File: config.mk
export PLATFORM = sky130hd
export DESIGN_NAME = ibo_ctrl
export DESIGN_NICKNAME = d
export VERILOG_FILES = /design/src/hw/rtl/ibo_pkg.sv /design/src/hw/rtl/ibo_ctrl.sv
export SDC_FILE = /design/constraint.sdc
export NUM_CORES = 1
export LEC_CHECK = 0
export BUFFER_PORTS_ARGS = -buffer_cell sky130_fd_sc_hd__buf_4
export CELL_PAD_IN_SITES_DETAIL_PLACEMENT = 1
export CELL_PAD_IN_SITES_GLOBAL_PLACEMENT = 1
export CORE_MARGIN = 4
export CORE_UTILIZATION = 44
export CTS_BUF_LIST = sky130_fd_sc_hd__clkbuf_2
export CTS_CLUSTER_DIAMETER = 200
export CTS_CLUSTER_SIZE = 30
export DETAILED_ROUTE_END_ITERATION = 7
export PLACE_DENSITY_LB_ADDON = 0.08
export SKIP_LAST_GASP = 1
export SLEW_MARGIN = 20
export SYNTH_ARGS = -nofsm -noshare
export SYNTH_HDL_FRONTEND = slang
export SYNTH_SLANG_ARGS = --single-unit
File: constraint.sdc
create_clock -name clk -period 8.86 [get_ports clk]
set_input_delay 1.772 -clock clk [delete_from_list [all_inputs] [get_ports clk]]
set_output_delay 1.772 -clock clk [all_outputs]
set_load 0.01 [all_outputs]
File: src/hw/rtl/ibo_pkg.sv
`timescale 1ns / 1ps

package ibo_pkg;

  // Fixed field widths
  localparam int SAMPLE_W  = 16;
  localparam int ERR_W     = 17;
  localparam int ABS_W     = 16;
  localparam int ESUM_W    = 17;
  localparam int GAIN_W    = 24;
  localparam int PASS_W    = 8;
  localparam int ACC_W     = 48;
  localparam int CFG_IDX_W = 4;
  localparam int CFG_DAT_W = 24;

  // Gravity on accel Z and the quiet threshold on the summed error
  localparam logic signed [ERR_W-1:0] GRAVITY_LSB = 17'sd16384;
  localparam logic [ESUM_W-1:0]       QUIET_SUM   = 17'd100;

  // Register reset values and the pass counter ceiling
  localparam logic [GAIN_W-1:0] KP_START_RST   = 24'd314573;
  localparam logic [GAIN_W-1:0] KI_START_RST   = 24'd94372;
  localparam logic [PASS_W-1:0] PASS_LIMIT_RST = 8'd1;
  localparam logic [PASS_W-1:0] PASS_MAX       = 8'd255;

  // Configuration register indexes
  typedef enum logic [CFG_IDX_W-1:0] {
    REG_ACCEL_MODE = 4'd0,
    REG_KP_START   = 4'd1,
    REG_KI_START   = 4'd2,
    REG_PASS_LIMIT = 4'd3
  } ibo_reg_t;

  // Per-item controls sent to each axis datapath
  typedef struct packed {
    logic load;   // seed integral from the offset word
    logic run;    // PI update on a sample
    logic accel;  // accel mode (scale 8, LSB kept)
  } ibo_axis_ctl_t;

  // Status from the pass controller
  typedef struct packed {
    logic done;      // registered finished flag
    logic pass_end;  // this sample closed a pass
    logic finished;  // finished flag after this item
  } ibo_stat_t;

endpackage

File: src/hw/rtl/ibo_ctrl.sv
`timescale 1ns / 1ps

module ibo_ctrl import ibo_pkg::*; #(
  parameter int SAMPLES_PER_PASS = 100
) (
  input  logic                clk,
  input  logic                rst_n,
  input  logic                load,
  input  logic                sample,
  input  logic [ESUM_W-1:0]   esum,
  input  logic [GAIN_W-1:0]   kp_start,
  input  logic [GAIN_W-1:0]   ki_start,
  input  logic [PASS_W-1:0]   pass_limit,
  output logic [GAIN_W-1:0]   kp_now,
  output logic [GAIN_W-1:0]   ki_now,
  output ibo_stat_t           stat
);

  localparam int CNT_W = $clog2(SAMPLES_PER_PASS + 1);

  logic [CNT_W-1:0]  cnt_r, cnt_nxt, cnt_inc;
  logic [PASS_W-1:0] pass_r, pass_nxt, pass_inc;
  logic [GAIN_W-1:0] kp_r, kp_nxt, ki_r, ki_nxt;
  logic              done_r, done_nxt;
  logic              run, close;
  logic [GAIN_W+1:0] kp3, ki3;

  assign run      = sample && !done_r;
  assign cnt_inc  = cnt_r + 1'b1;
  assign close    = run && ((esum < QUIET_SUM) || (cnt_inc >= CNT_W'(SAMPLES_PER_PASS)));
  assign pass_inc = (pass_r < PASS_MAX) ? pass_r + 1'b1 : pass_r;
  // Gain decay by 3/4, truncating
  assign kp3      = {2'b00, kp_r} + {1'b0, kp_r, 1'b0};
  assign ki3      = {2'b00, ki_r} + {1'b0, ki_r, 1'b0};

  always_comb begin
    cnt_nxt  = cnt_r;
    pass_nxt = pass_r;
    kp_nxt   = kp_r;
    ki_nxt   = ki_r;
    done_nxt = done_r;
    if (load) begin
      cnt_nxt  = '0;
      pass_nxt = '0;
      kp_nxt   = kp_start;
      ki_nxt   = ki_start;
      done_nxt = 1'b0;
    end else if (close) begin
      cnt_nxt  = '0;
      pass_nxt = pass_inc;
      kp_nxt   = kp3[GAIN_W+1:2];
      ki_nxt   = ki3[GAIN_W+1:2];
      done_nxt = (pass_inc >= pass_limit);
    end else if (run) begin
      cnt_nxt  = cnt_inc;
    end
  end

  always_ff @(posedge clk) begin
    if (!rst_n) begin
      cnt_r  <= '0;
      pass_r <= '0;
      kp_r   <= '0;
      ki_r   <= '0;
      done_r <= 1'b0;
    end else begin
      cnt_r  <= cnt_nxt;
      pass_r <= pass_nxt;
      kp_r   <= kp_nxt;
      ki_r   <= ki_nxt;
      done_r <= done_nxt;
    end
  end

  assign kp_now        = kp_r;
  assign ki_now        = ki_r;
  assign stat.done     = done_r;
  assign stat.pass_end = close;
  assign stat.finished = done_nxt;

endmodule

Word level (Yosys, flattened, before mapping):

Index checks and enable logic that the tools add are counted.

* bitwise gates (word level): 1
* mux-type cells: 7
* magnitude comparators: 4
* reduce and logical (&&, ||, !) cells: 7
* $add $sub $neg: 4

Operator list (number)
* 24-bit 2-to-1 mux: 4
* 24-bit by 25-bit adder with 26-bit output: 2
* 17-bit by 7-bit < comparator with 1-bit output, second input constant: 1
* 8-bit by 1-bit adder with 8-bit output, second input constant: 1
* 8-bit greater-or-equal comparator: 1
* 8-bit < comparator, second input constant: 1
* 8-bit 2-to-1 mux: 1
* 7-bit by 1-bit adder with 7-bit output, second input constant: 1
* 7-bit greater-or-equal comparator, second input constant: 1
* 3-bit OR reduction: 1
* 1-bit logical AND: 2
* 1-bit 2-to-1 mux: 2
* 2-bit nonzero test: 1
* 2-bit OR reduction: 1
* 1-bit logical NOT: 1
* 1-bit logical OR: 1
* 1-bit NOT: 1

* input bits: 77
* logic and storage cells: 28
* register bits: 64

Depth between registers and ports, before layout:

* depth after elaboration: 6
* mapped depth: 15
* gate-level depth less buffers: 14

Worst setup path before layout:

No wires, ideal clock.

* kind: input -> output
* from: input port sample
* to: output port stat[0] in the netlist's numbering
* path slack: 3.819 ns
* arrival: 3.269 ns
* stages on the path: 10
* required time: 7.088 ns
* path through: nor2b_1 > clkbuf_1 > nand3_1 > o21a_1 > inv_2 > buf_2 > buf_2 > a21oi_1 > nor2_1 > buf_4

* cells in the longest elaborated chain, start to end: 4

RTL lines
* start, declared: line ibo_ctrl.sv:9 `input logic sample,`
* 1-bit logical AND: line ibo_ctrl.sv:28 `assign run = sample && !done_r;`
* 1-bit logical AND: line ibo_ctrl.sv:30 `assign close = run && ((esum < QUIET_SUM) || (cnt_inc >= CNT_W'(SAMPLES_PER_PASS)));`
* net close: line ibo_ctrl.sv:25 `logic run, close;`
* 1-bit 2-to-1 mux: line ibo_ctrl.sv:48 `end else if (close) begin`
* 1-bit 2-to-1 mux: line ibo_ctrl.sv:42 `if (load) begin`
* end, declared: line ibo_ctrl.sv:16 `output ibo_stat_t stat`

The timed path passes the listed nets, and every way through them passes these cells.

==> impl_metrics.csv <==
group,metric,value,unit
run_status,status,"finished clean",
die,fp.dieW,121,um
global_route,grt_usage,23.9,%
placement,place_hpwl,13100,um
power,pwr-share-clk,20.4,%
setup_path,arrival,4.14,ns
clock_tree,ctsResizeCount,0,
yosys,ys_seq_area_share,22.9,%
yosys,yosys.area_share.xor_xnor,7.04,%
power,p_int,0.000445,W
routing,routed_wl,17600,um
timing,grt_setup_unrepaired,"no",
global_route,grt_first_pass_wirelength,28600,um
die,initial_utilization,45.9,%
clock_tree,cts.sinks,64,
yosys,synth_most_common_cell,"a21oi_1",
timing,hold_viol,0,
clock_tree,cts_hold_buf,0,
die,die_area,0.0146,mm2
power,power_density,105,mW/mm2
yosys,synthArstFlopShare,0,%
timing,whs,0.547,ns
timing,slew_violations,0,
global_route,grt-ovfl-total,0,
setup_path,critPathKind,"in -> out",
yosys,synthAdderAreaFrac,13.7,%
routing,wl_per_cell,17.7,um
yosys,synth.largest_area_cell,"dfxtp_1",
power,leakage,3.10,nW
flow_run,cap_violations,0,
yosys,syn_area_per_cell,7.76,um2
min_path,min_path_type,"reg -> reg",
die,num_rows,40,
clock_tree,clockBufferDepth,2,
finish,fillCellCount,1593,
yosys,synth_edf_count,0,
clock_tree,path_clk_slew,0.18,ns
setup_path,critPathSlowestCell,"inv_2",
setup_path,path_cells,"buf_4 > nor2b_1 > nand3_1 > o21a_2 > buf_4 > inv_2 > a21oi_1 > nor2_1 > buf_4",
yosys,synth_top_family_by_area,"compound AO/OA/AOI/OAI gates",
setup_path,critPathLaunchType,"input port",
power,irDropWorstVdd,60.0,uV
routing,route.detailed.drc,0,
clock_tree,root_buffer,"clkbuf_2",
yosys,synth_ff_type,"dfxtp_1",
timing,setup_violations,0,
power,switchingPower,0.000253,W
power,switching_share,36.2,%
yosys,syn-cell-area,0.00560,mm2
clock_tree,cts_setup_buffers,0,
power,seq_power_share,46.1,%
yosys,synth_nets,859,
yosys,yosys.area.top_type_share,22.9,%
routing,drtIter0Drc,204,
yosys,synthTopCellsByCount,"a21oi_1 (86), nor2_1 (70), dfxtp_1 (64)",
die,die_y,121,um
routing,routed-via-count,5824,
yosys,synth_compound_area_share,30.3,%
yosys,yosysWarnings,0,
yosys,synth_mux_area_share,2.37,%
global_route,grt_pass1_vias,5844,
yosys,yosysUniqueCellTypes,70,
finish,syn_to_final_growth,18.6,%
setup_path,worstPathRequired,7.09,ns
yosys,synth_seq_cells,64,
timing,max_freq,169,MHz
clock_tree,cts_buffers,9,
clock_tree,htreeDepth,3,
clock_tree,cts_tree,"yes",
setup_path,crit_fanout,77,
routing,ant_nets,0,
setup_path,cp-end-kind,"output pin",
setup_path,crit_top_cell,"buf_4",
timing,slew_headroom,39.5,%
yosys,syn_inst,722,
timing,min_period_over_period,66.8,%
clock_tree,clk_latency,0.56,ns
placement,place_congestion,0.866,
timing,finClkSkew,0.0170,ns
global_route,grt_max_degree,78,
setup_path,max_stage_delay,0.61,ns
global_route,antenna_found_initial,0,
finish,diodes,0,
routing,viasPerCell,5.85,
timing,min_period,5.92,ns
placement,port_buffers,125,
yosys,synthSimpleGateAreaFrac,19.2,%
die,ios,128,
yosys,yosys-top-cells-area,"dfxtp_1 (23%), ha_1 (13%), a21oi_1 (7.7%)",
timing,setup_tns,0,ns
finish,drive_gt1_share,19.6,%
power,power_frac_comb,33.4,%
die,core-area,0.0122,mm2
routing,dr.pass1.iters,5,
timing,tightest_slew,0.907,ns
finish,nets,962,
[power by group through the flow]
stage               combinational, W  clock, W  sequential, W
detailed placement          0.000232         0       0.000328
floorplan                   0.000145         0       0.000329
finish                      0.000233  0.000143       0.000322
CTS                         0.000234  0.000151       0.000322
global route                0.000258  0.000163       0.000325
global placement            0.000222         0       0.000327
[area by class of cell]
cell class	count	area, um2	share of cell area [%]
inverters	19	71.3	1.07
flip-flops and latches	64	1280	19.3
clock buffers	11	55.1	0.829
repair buffers	127	953	14.4
clock inverters	2	10.0	0.151
multi-input cells	604	4060	61.1
well taps	168	210	3.16
[layer usage]
layer | vias up | track usage (%) | routed length, um
met5 | - | 0 | 0
met4 | 0 | 8.85 | 285
met3 | 22 | 5.19 | 967
met2 | 136 | 40.5 | 8360
met1 | 2795 | 29.5 | 8000
li1 | 2871 | - | -
[per-stage QoR]
stage	setup WS, ns	total power [W]	cell area [um2]	cells	utilization, %
floorplan	3.82	0.000474	5600	722	-
global placement	3.00	0.000550	6580	982	53.9
detailed placement	2.94	0.000560	6580	982	53.9
CTS	2.94	0.000707	6640	995	54.4
global route	2.79	0.000746	6640	995	54.4
finish	2.94	0.000698	6640	995	54.4
[critical path, delay by kind of cell]
| kind | cells | cell delay [ns] |
|---|---|---|
| and+or+nand+nor | 3 | 0.77 |
| buffers and inverters | 4 | 1.17 |
| AOI/OAI and AO/OA | 2 | 0.40 |
[worst paths after layout]
| path | startpoint | end | slack [ns] | cells past startpoint |
|---|---|---|---|---|
| hold reg to reg | kp_now[10] | kp_now[10] | 0.55 | 2 |
| hold / removal | kp_now[10] | kp_now[10] | 0.55 | 2 |
| setup / recovery | sample | stat[0] | 2.94 | 9 |
| setup reg to reg | cnt_r[0] | ki_now[21] | 5.32 | 10 |
[logic make-up (layout without fill, tap and decap cells)]
group,after synthesis,in the layout
adders and majority gates,60,60
DFF,64,64
xor gates and xnor gates,45,45
buffers and inverters,54,159
AOI/OAI and AO/OA,259,259
and+or+nand+nor,227,227
muxes,13,13
[layout by cell type, fill, tap and decap left out, types with 12 or more instances in the layout]
cell and n:
a211oi_1 12, nor2_1 70, ha_1 58, dfxtp_1 64
inv_1 18, nand2_1 59, xor2_1 17, a21oi_1 86
xnor2_1 28, a21o_1 24, o21ai_0 47, nor3_1 19
nand3_1 18, buf_4 127
[sequential cells by signal, summed over array words and instances (netlist names)]
signal	count
ki_now	24
done_r	1
cnt_r	7
kp_now	24
pass_r	8
Power figures use the tool's default switching activity.
